`src/sv/usb_host_in_channel_event_handler_macros.svh`:
```
// Assertion helpers for the handler file, which checks its own logic.
// Both sample on the rising edge of clock and stay quiet while reset is high.
`ifndef USB_HOST_IN_CHANNEL_EVENT_HANDLER_MACROS_SVH
`define USB_HOST_IN_CHANNEL_EVENT_HANDLER_MACROS_SVH

// Consequent must hold in the same cycle as the antecedent.
`define UHICE_ASSERT_SAME(lbl, ante, cons) \
   lbl: assert property (@(posedge clock) disable iff (reset) (ante) |-> (cons)) \
      else $error("uhice check failed");

// Consequent must hold in the cycle after the antecedent.
`define UHICE_ASSERT_NEXT(lbl, ante, cons) \
   lbl: assert property (@(posedge clock) disable iff (reset) (ante) |=> (cons)) \
      else $error("uhice check failed");

`endif

```
`src/sv/uhice_pkg.sv`:
```
package uhice_pkg;

   localparam int CH_W    = 4;
   localparam int EV_W    = 10;
   localparam int XLEN_W  = 19;
   localparam int ERR_W   = 8;
   localparam int RETRY_W = 4;

   localparam int REQ_TDATA_W = 56;
   localparam int RSP_TDATA_W = 56;

   // Bit positions inside the pending event word.
   localparam int EV_XFRC  = 0;
   localparam int EV_CHH   = 1;
   localparam int EV_AHB   = 2;
   localparam int EV_STALL = 3;
   localparam int EV_NAK   = 4;
   localparam int EV_ACK   = 5;
   localparam int EV_TXERR = 6;
   localparam int EV_BBERR = 7;
   localparam int EV_FRMOR = 8;
   localparam int EV_DTERR = 9;

   // Configuration register indexes.
   localparam logic CSR_DMA_MODE    = 1'b0;
   localparam logic CSR_RETRY_LIMIT = 1'b1;

   localparam logic [RETRY_W-1:0] RETRY_LIMIT_RESET = 4'd3;

   typedef enum logic [1:0] {
      EP_CTRL = 2'd0,
      EP_ISOC = 2'd1,
      EP_BULK = 2'd2,
      EP_INTR = 2'd3
   } ept_type;

   typedef enum logic [2:0] {
      CS_IDLE   = 3'd0,
      CS_XFRC   = 3'd1,
      CS_NAK    = 3'd2,
      CS_STALL  = 3'd3,
      CS_XACT   = 3'd4,
      CS_BABBLE = 3'd5,
      CS_TGL    = 3'd6
   } cond_type;

   typedef enum logic [2:0] {
      URB_IDLE    = 3'd0,
      URB_SUCCESS = 3'd1,
      URB_NRDY    = 3'd2,
      URB_ERR     = 3'd3,
      URB_HALTED  = 3'd4
   } urb_type;

   typedef enum logic [1:0] {
      ACT_NONE   = 2'd0,
      ACT_UNMASK = 2'd1,
      ACT_MASK   = 2'd2
   } act_type;

   typedef struct packed {
      logic                 dma_mode;
      logic [RETRY_W-1:0]   retry_limit;
   } cfg_type;

   typedef struct packed {
      cond_type             cond;
      urb_type              urb;
      logic [ERR_W-1:0]     err;
      logic                 tog;
      logic [XLEN_W-1:0]    cnt;
   } chan_state_type;

   typedef struct packed {
      logic [CH_W-1:0]      channel;
      logic [EV_W-1:0]      event_flags;
      ept_type              endpoint_type;
      logic [XLEN_W-1:0]    transfer_length;
      logic [XLEN_W-1:0]    remaining_size;
   } evt_type;

   typedef struct packed {
      logic [EV_W-1:0]      clear_flags;
      logic                 halt_request;
      act_type              halt_irq_action;
      logic                 reenable_channel;
      logic                 set_odd_frame;
      logic                 notify_urb;
   } action_type;

endpackage

```
`src/sv/uhice_state.sv`:
```
module uhice_state #(
   parameter int NUM_CHANNELS = 16,
   parameter int CH_IDX_W     = 4
) (
   input  logic                     clock,
   input  logic                     reset,
   input  logic [CH_IDX_W-1:0]      rd_idx,
   output uhice_pkg::chan_state_type rd_data,
   input  logic                     wr_en,
   input  logic [CH_IDX_W-1:0]      wr_idx,
   input  uhice_pkg::chan_state_type wr_data
);
   import uhice_pkg::*;

   chan_state_type state_ff [NUM_CHANNELS];

   // Indexes past the last channel read back as the reset value.
   always_comb begin
      rd_data = '0;
      if (32'(rd_idx) < NUM_CHANNELS) begin
         rd_data = state_ff[rd_idx];
      end
   end

   always_ff @(posedge clock) begin
      if (reset) begin
         for (int i = 0; i < NUM_CHANNELS; i++) begin
            state_ff[i] <= '0;
         end
      end else if (wr_en) begin
         state_ff[wr_idx] <= wr_data;
      end
   end

endmodule

```
`src/sv/uhice_eval.sv`:
```
module uhice_eval (
   input  uhice_pkg::cfg_type        cfg,
   input  uhice_pkg::evt_type        evt,
   input  uhice_pkg::chan_state_type st_old,
   output uhice_pkg::chan_state_type st_new,
   output uhice_pkg::action_type     act_out
);
   import uhice_pkg::*;

   logic [EV_W-1:0]  clr;
   logic [EV_W-1:0]  pend;
   logic [EV_W-1:0]  ev;
   logic [ERR_W-1:0] err_sat;

   function automatic logic [ERR_W-1:0] sat_inc(input logic [ERR_W-1:0] v);
      logic [ERR_W-1:0] r;
      r = (v == '1) ? v : v + ERR_W'(1);
      return r;
   endfunction

   always_comb begin
      ev      = evt.event_flags;
      st_new  = st_old;
      clr     = '0;
      act_out = '0;
      err_sat = '0;

      // Error and handshake conditions come first.
      if (ev[EV_AHB]) begin
         clr[EV_AHB]             = 1'b1;
         act_out.halt_irq_action = ACT_UNMASK;
      end else if (ev[EV_BBERR]) begin
         clr[EV_BBERR]           = 1'b1;
         st_new.cond             = CS_BABBLE;
         act_out.halt_irq_action = ACT_UNMASK;
         act_out.halt_request    = 1'b1;
      end else if (ev[EV_ACK]) begin
         clr[EV_ACK] = 1'b1;
      end else if (ev[EV_STALL]) begin
         act_out.halt_irq_action = ACT_UNMASK;
         st_new.cond             = CS_STALL;
         clr[EV_NAK]             = 1'b1;
         clr[EV_STALL]           = 1'b1;
         act_out.halt_request    = 1'b1;
      end else if (ev[EV_DTERR]) begin
         act_out.halt_irq_action = ACT_UNMASK;
         act_out.halt_request    = 1'b1;
         clr[EV_NAK]             = 1'b1;
         clr[EV_DTERR]           = 1'b1;
         st_new.cond             = CS_TGL;
      end

      // The second chain only sees what the first one left pending.
      pend = ev & ~clr;
      if (pend[EV_FRMOR]) begin
         act_out.halt_irq_action = ACT_UNMASK;
         act_out.halt_request    = 1'b1;
         clr[EV_FRMOR]           = 1'b1;
      end else if (pend[EV_XFRC]) begin
         if (cfg.dma_mode) begin
            st_new.cnt = evt.transfer_length - evt.remaining_size;
         end
         st_new.cond  = CS_XFRC;
         st_new.err   = '0;
         clr[EV_XFRC] = 1'b1;
         case (evt.endpoint_type)
            EP_CTRL, EP_BULK: begin
               act_out.halt_irq_action = ACT_UNMASK;
               act_out.halt_request    = 1'b1;
               clr[EV_NAK]             = 1'b1;
            end
            EP_INTR: begin
               act_out.set_odd_frame = 1'b1;
               st_new.urb            = URB_SUCCESS;
               act_out.notify_urb    = 1'b1;
            end
            default: begin
               st_new.urb         = URB_SUCCESS;
               act_out.notify_urb = 1'b1;
            end
         endcase
         // Isochronous completion leaves the toggle as it was; every other type flips it.
         if (evt.endpoint_type != EP_ISOC) begin
            st_new.tog = ~st_new.tog;
         end
      end else if (pend[EV_CHH]) begin
         act_out.halt_irq_action = ACT_MASK;
         err_sat                 = sat_inc(st_new.err);
         case (st_new.cond)
            CS_XFRC:  st_new.urb = URB_SUCCESS;
            CS_STALL: st_new.urb = URB_HALTED;
            CS_XACT, CS_TGL: begin
               if (err_sat > ERR_W'(cfg.retry_limit)) begin
                  st_new.err = '0;
                  st_new.urb = URB_ERR;
               end else begin
                  st_new.err = err_sat;
                  st_new.urb = URB_NRDY;
               end
               act_out.reenable_channel = 1'b1;
            end
            CS_NAK: begin
               st_new.urb               = URB_NRDY;
               act_out.reenable_channel = 1'b1;
            end
            CS_BABBLE: begin
               st_new.err = err_sat;
               st_new.urb = URB_ERR;
            end
            default: ;
         endcase
         clr[EV_CHH]        = 1'b1;
         act_out.notify_urb = 1'b1;
      end else if (pend[EV_TXERR]) begin
         act_out.halt_irq_action = ACT_UNMASK;
         st_new.err              = sat_inc(st_new.err);
         st_new.cond             = CS_XACT;
         act_out.halt_request    = 1'b1;
         clr[EV_TXERR]           = 1'b1;
      end else if (pend[EV_NAK]) begin
         case (evt.endpoint_type)
            EP_INTR: begin
               // The channel halts but the condition is left alone.
               st_new.err              = '0;
               act_out.halt_irq_action = ACT_UNMASK;
               act_out.halt_request    = 1'b1;
            end
            EP_CTRL, EP_BULK: begin
               st_new.err = '0;
               if (!cfg.dma_mode) begin
                  st_new.cond             = CS_NAK;
                  act_out.halt_irq_action = ACT_UNMASK;
                  act_out.halt_request    = 1'b1;
               end
            end
            default: ;
         endcase
         clr[EV_NAK] = 1'b1;
      end

      act_out.clear_flags = clr;
   end

endmodule

```
`src/sv/usb_host_in_channel_event_handler.sv`:
```
// IN host-channel event handler. Each item on the req_ stream is one pending
// interrupt word of one channel; each produces exactly one rsp_ item with the
// flags to clear, the halt, mask and re-enable requests, the URB notification
// and the channel's updated status, toggle, byte count and error count. The
// block takes an item every cycle while the output side is not stalled: an
// item is held in the input register, is evaluated against its channel's
// state in one pass, and its result lands in the output register, from which
// it is presented on the rsp_ stream. The per-channel state lives in
// flip-flops that reset clears at once, so no clearing pass is needed, and
// a read-modify-write of that state in the evaluation stage is what lets
// events of the same channel follow each other back to back. Channel numbers
// at or above NUM_CHANNELS give an all-zero result and touch no state.
// Configuration (csr_index 0: DMA mode, 1: retry limit) is to be written by
// the user only while no item is in flight; the block does not enforce it.
module usb_host_in_channel_event_handler #(
   parameter int NUM_CHANNELS = 16
) (
   input  logic                               clock,
   input  logic                               reset,
   // channel[3:0], event_flags[13:4], endpoint_type[15:14],
   // transfer_length[34:16], remaining_size[53:35], zero fill [55:54]
   input  logic [uhice_pkg::REQ_TDATA_W-1:0] req_tdata,
   input  logic                               req_tvalid,
   output logic                               req_tready,
   // clear_flags[9:0], halt_request[10], halt_irq_action[12:11],
   // reenable_channel[13], set_odd_frame[14], notify_urb[15],
   // urb_result[18:16], channel_status[21:19], received_count[40:22],
   // data_toggle[41], error_total[49:42], zero fill [55:50]
   output logic [uhice_pkg::RSP_TDATA_W-1:0] rsp_tdata,
   output logic                               rsp_tvalid,
   input  logic                               rsp_tready,
   input  logic                               csr_we,
   input  logic                               csr_index,
   input  logic [uhice_pkg::RETRY_W-1:0]     csr_wdata
);
   import uhice_pkg::*;

`include "usb_host_in_channel_event_handler_macros.svh"

   localparam int CH_IDX_W = (NUM_CHANNELS > 1) ? $clog2(NUM_CHANNELS) : 1;

   // Configuration registers.
   cfg_type cfg_ff, cfg_in;

   // Input register stage.
   evt_type in_ff, in_in;
   logic    in_valid_ff, in_valid_in;

   // Output register stage.
   action_type     rsp_act_ff, rsp_act_in;
   chan_state_type rsp_st_ff, rsp_st_in;
   logic           rsp_valid_ff, rsp_valid_in;

   logic           advance;
   logic           in_range;
   logic           st_wr_en;
   chan_state_type st_old, st_new;
   action_type     act_new;

   // The evaluation stage moves whenever the output register is empty or
   // being drained; the input register refills in the same cycle.
   assign advance    = !rsp_valid_ff || rsp_tready;
   assign req_tready = !in_valid_ff || advance;
   assign in_range   = {1'b0, in_ff.channel} < (CH_W + 1)'(NUM_CHANNELS);
   assign st_wr_en   = in_valid_ff && advance && in_range;

   always_comb begin
      cfg_in = cfg_ff;
      if (csr_we) begin
         unique case (csr_index)
            CSR_DMA_MODE:    cfg_in.dma_mode    = csr_wdata[0];
            CSR_RETRY_LIMIT: cfg_in.retry_limit = csr_wdata;
            default: ;
         endcase
      end
   end

   // Unpack the request stream into its fields.
   always_comb begin
      in_in.channel         = req_tdata[3:0];
      in_in.event_flags     = req_tdata[13:4];
      in_in.endpoint_type   = ept_type'(req_tdata[15:14]);
      in_in.transfer_length = req_tdata[34:16];
      in_in.remaining_size  = req_tdata[53:35];
   end

   always_comb begin
      in_valid_in = in_valid_ff;
      if (req_tvalid && req_tready) begin
         in_valid_in = 1'b1;
      end else if (advance) begin
         in_valid_in = 1'b0;
      end
   end

   always_comb begin
      rsp_valid_in = rsp_valid_ff;
      rsp_act_in   = rsp_act_ff;
      rsp_st_in    = rsp_st_ff;
      if (advance) begin
         rsp_valid_in = in_valid_ff;
         // Out-of-range channels report nothing but zeros.
         rsp_act_in   = in_range ? act_new : '0;
         rsp_st_in    = in_range ? st_new : '0;
      end
   end

   uhice_state #(
      .NUM_CHANNELS (NUM_CHANNELS),
      .CH_IDX_W     (CH_IDX_W)
   ) u_state (
      .clock   (clock),
      .reset   (reset),
      .rd_idx  (in_ff.channel[CH_IDX_W-1:0]),
      .rd_data (st_old),
      .wr_en   (st_wr_en),
      .wr_idx  (in_ff.channel[CH_IDX_W-1:0]),
      .wr_data (st_new)
   );

   uhice_eval u_eval (
      .cfg     (cfg_ff),
      .evt     (in_ff),
      .st_old  (st_old),
      .st_new  (st_new),
      .act_out (act_new)
   );

   always_ff @(posedge clock) begin
      if (reset) begin
         cfg_ff.dma_mode    <= 1'b0;
         cfg_ff.retry_limit <= RETRY_LIMIT_RESET;
         in_valid_ff        <= 1'b0;
         rsp_valid_ff       <= 1'b0;
      end else begin
         cfg_ff       <= cfg_in;
         in_valid_ff  <= in_valid_in;
         rsp_valid_ff <= rsp_valid_in;
      end
   end

   always_ff @(posedge clock) begin
      if (req_tready) begin
         in_ff <= in_in;
      end
      rsp_act_ff <= rsp_act_in;
      rsp_st_ff  <= rsp_st_in;
   end

   assign rsp_tvalid = rsp_valid_ff;
   assign rsp_tdata  = {6'b0,
                        rsp_st_ff.err,
                        rsp_st_ff.tog,
                        rsp_st_ff.cnt,
                        rsp_st_ff.cond,
                        rsp_st_ff.urb,
                        rsp_act_ff.notify_urb,
                        rsp_act_ff.set_odd_frame,
                        rsp_act_ff.reenable_channel,
                        rsp_act_ff.halt_irq_action,
                        rsp_act_ff.halt_request,
                        rsp_act_ff.clear_flags};

   // A channel past the configured count must never update the state store.
   `UHICE_ASSERT_SAME(a_no_write_out_of_range, in_valid_ff && !in_range, !st_wr_en)
   // Re-enabling only follows a halted event, which always masks the interrupt.
   `UHICE_ASSERT_SAME(a_reenable_masks, rsp_valid_ff && rsp_act_ff.reenable_channel,
                      rsp_act_ff.halt_irq_action == ACT_MASK)
   // An accepted item is held in the input register on the next cycle.
   `UHICE_ASSERT_NEXT(a_accept_loads, req_tvalid && req_tready, in_valid_ff)

endmodule

```
`config.mk`:
```
export PLATFORM = sky130hd
export DESIGN_NAME = usb_host_in_channel_event_handler
export DESIGN_NICKNAME = d
export VERILOG_FILES = /design/src/sv/uhice_pkg.sv /design/src/sv/uhice_state.sv /design/src/sv/uhice_eval.sv /design/src/sv/usb_host_in_channel_event_handler.sv
export VERILOG_INCLUDE_DIRS = /design/src /design/src/sv
export SDC_FILE = /design/constraint.sdc
export NUM_CORES = 1
export LEC_CHECK = 0
export BUFFER_PORTS_ARGS = -buffer_cell sky130_fd_sc_hd__buf_2
export CORE_MARGIN = 2
export CORE_UTILIZATION = 56
export DETAILED_ROUTE_END_ITERATION = 10
export GPL_TIMING_DRIVEN = 0
export PLACE_DENSITY = 0.76
export SYNTH_ARGS = -nofsm -noshare
export SYNTH_HDL_FRONTEND = slang
export SYNTH_HIERARCHICAL = 1
export SYNTH_SLANG_ARGS = --single-unit
```
`constraint.sdc`:
```
create_clock -name clock -period 5.1 [get_ports clock]
set_input_delay 1.02 -clock clock [delete_from_list [all_inputs] [get_ports clock]]
set_output_delay 1.02 -clock clock [all_outputs]
set_load 0.05 [all_outputs]
```
==> flow_summary.yaml <==
clock_tree:
  clk_latency_ns: 0.62
  cts.htree.levels: 3
  hold_buffers: 0
  path_clk_slew_ns: 0.06
  clk_path_buf_depth: 3
  cts_buffers: 68
  cts.sinks: 655
  cts_tree: "built"
  cts_root_buffer: "clkbuf_16"
logic_synthesis:
  syn_inst: 2022
  synth-edff-count: 648
  yosys.area.top_type: "edfxtp_1"
  yosysMostFrequentCell: "edfxtp_1"
  synth_fa_ha_area_share_pct: 1.02
  syn_area_per_cell_um2: 14.9
  ys_types: 75
  synth_area_leaders: "edfxtp_1, and2_1, mux4_2, a22oi_1, clkbuf_1"
  synth-compound-area-share_pct: 5.03
  synth.cell_area_um2: 30100
  yosys_warnings: 6
  synth-seq-cells: 655
  synthArstFlopShare_pct: 0
  synth_top_flop_cell: "edfxtp_1"
  synthTopCellsByCount: "edfxtp_1, and2_1, mux4_2, clkbuf_1, nand2_1"
  synthXorXnorAreaFrac_pct: 0.408
  synth.area.mux_share_pct: 10.3
  ys_seq_area_share_pct: 65.2
  synthSimpleGateAreaFrac_pct: 15.3
  synth_top_area_share_pct: 64.7
  synth_top_family_by_area: "simple AND/OR/NAND/NOR gates"
route:
  wl_um: 79300
  avgViaCountPerCell: 6.31
  route.met2.wl_um: 38300
  top_layer: "met5"
  drc: 0
  wl_met3_um: 8500
  wl_per_cell_um: 26.6
  dr.pass1.iters: 7
  wl_met1_um: 29200
  drtAntennaViolNets: 0
  drtIter0Drc: 2341
  dr_total_vias: 18777
place:
  gp_congestion: 0.916
  dp_hpwl_um: 50000
  place_area_um2: 31600
  port_buffers: 113
  pre_cts_ws_ns: -1.78
die:
  die_w_um: 236
  ios: 124
  die_h_um: 236
  die-area_um2: 55600
  core_area_um2: 52900
  start_util_pct: 56.9
  rows: 84
critical_path:
  worst_r2r_path_depth: 19
  arrival_ns: 5.47
  required_ns: 5.58
  timing.rr.start: "in_ff[50]$_DFFE_PP_"
  crit_path_max_fanout: 8
  critical_path_class: "flop to flop"
  cp-end-kind: "flop"
  critPathLaunchType: "flop"
  rrSetupSlack_ns: 0.11
  worstReg2RegEnd: "u_state/state_ff[5][23]$_SDFFCE_PN0P_"
global_route:
  grt_pass1_wl_um: 117000
  grt_pass1_vias: 19092
  antenna_found_initial: 1
  grtUsageTotal_pct: 28.6
  grt_max_degree: 53
  grt-ovfl-total: 0
sta:
  tightest_slew_ns: 1.47
  finalHoldViolCount: 0
  worst_slack_ns: 0.108
  final.setup_skew_ns: 0.0314
  slew_violations: 0
  relSlewSlack_pct: 1.54
  post-route-min-period_ns: 4.99
  fmax_mhz: 200
  setup_violations: 0
  fin_crit_sh_pct: 97.9
final_layout:
  fillers: 3673
  multi_input_area_um2: 9800
  drive_above_1_share_pct: 21.5
  fin_nets: 2324
  area.growth.synth_to_final_pct: 13.9
  antenna_cells: 0
  postLayoutCellArea_um2: 34300
  seqCellArea_um2: 19600
min_path:
  min_to: "cfg_ff[1]$_SDFFE_PP1P_"
  min_path_cells: 1
  hp-start: "cfg_ff[1]$_SDFFE_PP1P_"
  hp-class: "flop to flop"
pwr:
  power.density_nw_per_um2: 372
  seqPwrFrac_pct: 49.0
  p_int_mw: 9.57
  p_switching_mw: 3.17
  power_leakage_nw: 12.9
  clkPwrFrac_pct: 39.2
  power_frac_comb_pct: 11.8
  vdd_drop_max_mv: 0.265
  switching_share_pct: 24.9
run:
  maxCapViolCount: 0
run_status:
  status: "complete, no violations"
## area by class of cell
class | instances | share of cell area (%)
plain buffers | 162 | 2.48
clock buffers | 85 | 5.28
clock inverters | 38 | 1.23
inverters | 35 | 0.383
multi-input cells | 1174 | 28.6
flip-flops and latches | 655 | 57.2
well taps | 688 | 2.51
repair buffers | 138 | 2.32
## through the flow
| step | hold slack (ns) | instances | total power, mW | util [%] | TNS, ns |
|---|---|---|---|---|---|
| floorplan | 0.428 | 2027 | 7.25 | - | 0 |
| global placement | 0.451 | 2828 | 7.71 | 59.6 | -981.98 |
| detailed placement | 0.454 | 2833 | 7.75 | 59.7 | -119.25 |
| CTS | 0.474 | 2963 | 12.7 | 64.4 | 0 |
| global route | 0.508 | 2975 | 13.1 | 64.8 | -0.00863 |
| finish | 0.475 | 2975 | 12.7 | 64.8 | 0 |
## sequential cells by signal, summed over array words and instances, names as in the netlist
register / cells
in_valid_ff: 1
u_state/state_ff: 544
in_ff: 54
rsp_tvalid: 1
cfg_ff: 5
rsp_tdata: 50
## cells by family after synthesis
group           count (synthesis)
other cells                     1
xor+xnor                       14
mux                           138
flops                         655
compound gates                218
simple gates                  774
fa+ha+maj                      24
buf+inv                       198
## power groups by stage
stage | logic [mW] | registers, mW | clock network (mW)
6_report | 1.50 | 6.24 | 5.00
5_1_grt | 1.58 | 6.26 | 5.24
4_1_cts | 1.45 | 6.24 | 5.04
3_5_place_dp | 1.39 | 6.36 | 0
3_3_place_gp | 1.37 | 6.34 | 0
2_1_floorplan | 0.740 | 6.51 | 0
## repair_timing
action,in CTS,in global routing
resized for setup,57,35
setup endpoints to repair,135,76
setup buffers,7,11
cloned,1,1
pin swaps,7,5
## per-layer routing
metal	track usage, %	up-vias
li1	-	7950
met4	13.4	2
met5	0	-
met2	46.1	1169
met1	37.6	9448
met3	6.14	208
## layout by cell type (no fill, tap or decap), types with 11 or more instances in the layout
| master | netlist | final |
|---|---|---|
| a21oi_1 | 34 | 32 |
| or2_2 | 19 | 19 |
| nand2_1 | 78 | 75 |
| clkinv_1 | 1 | 11 |
| buf_2 | 19 | 127 |
| clkbuf_16 | 0 | 70 |
| buf_4 | 15 | 31 |
| clkbuf_1 | 120 | 115 |
| and2_1 | 550 | 548 |
| inv_1 | 34 | 34 |
| clkinv_2 | 0 | 12 |
| clkbuf_2 | 1 | 18 |
| buf_6 | 3 | 12 |
| nor2_1 | 38 | 37 |
| o21ai_0 | 32 | 30 |
| ha_1 | 23 | 21 |
| a22oi_1 | 70 | 64 |
| mux4_2 | 136 | 136 |
| edfxtp_1 | 648 | 648 |
## worst max-delay path: stages (launching register included)
cell and delay, ns:
edfxtp_1 0.48, buf_6 0.20, buf_12 0.17, buf_12 0.14, mux4_2 0.55, a22oi_2 0.26, nand2_2 0.12, ha_4 0.20
and4_1 0.23, and2_2 0.22, mux2_4 0.35, ha_4 0.23, a21oi_2 0.12, o21ai_1 0.10, a221o_1 0.42, o31a_1 0.37
o221ai_4 0.22, buf_12 0.15, clkbuf_4 0.17, and2_1 0.14
## how the worst max path moves through the flow
| stage | startpoint | to | slack [ns] | cells after the start |
|---|---|---|---|---|
| after floorplan | in_ff[50]$_DFFE_PP_ | u_state/state_ff[10][20]$_SDFFCE_PN0P_ | 0.37 | 18 |
| after global placement | rsp_tready | u_state/state_ff[12][22]$_SDFFCE_PN0P_ | -2.01 | 6 |
| after detailed placement | in_ff[51]$_DFFE_PP_ | u_state/state_ff[12][28]$_SDFFCE_PN0P_ | -1.78 | 18 |
| after CTS | in_ff[52]$_DFFE_PP_ | u_state/state_ff[5][23]$_SDFFCE_PN0P_ | 0.009 | 18 |
| after global routing | in_ff[50]$_DFFE_PP_ | u_state/state_ff[5][23]$_SDFFCE_PN0P_ | -0.009 | 19 |
| final | in_ff[50]$_DFFE_PP_ | u_state/state_ff[5][23]$_SDFFCE_PN0P_ | 0.11 | 19 |
Power figures use the tool's default switching activity.
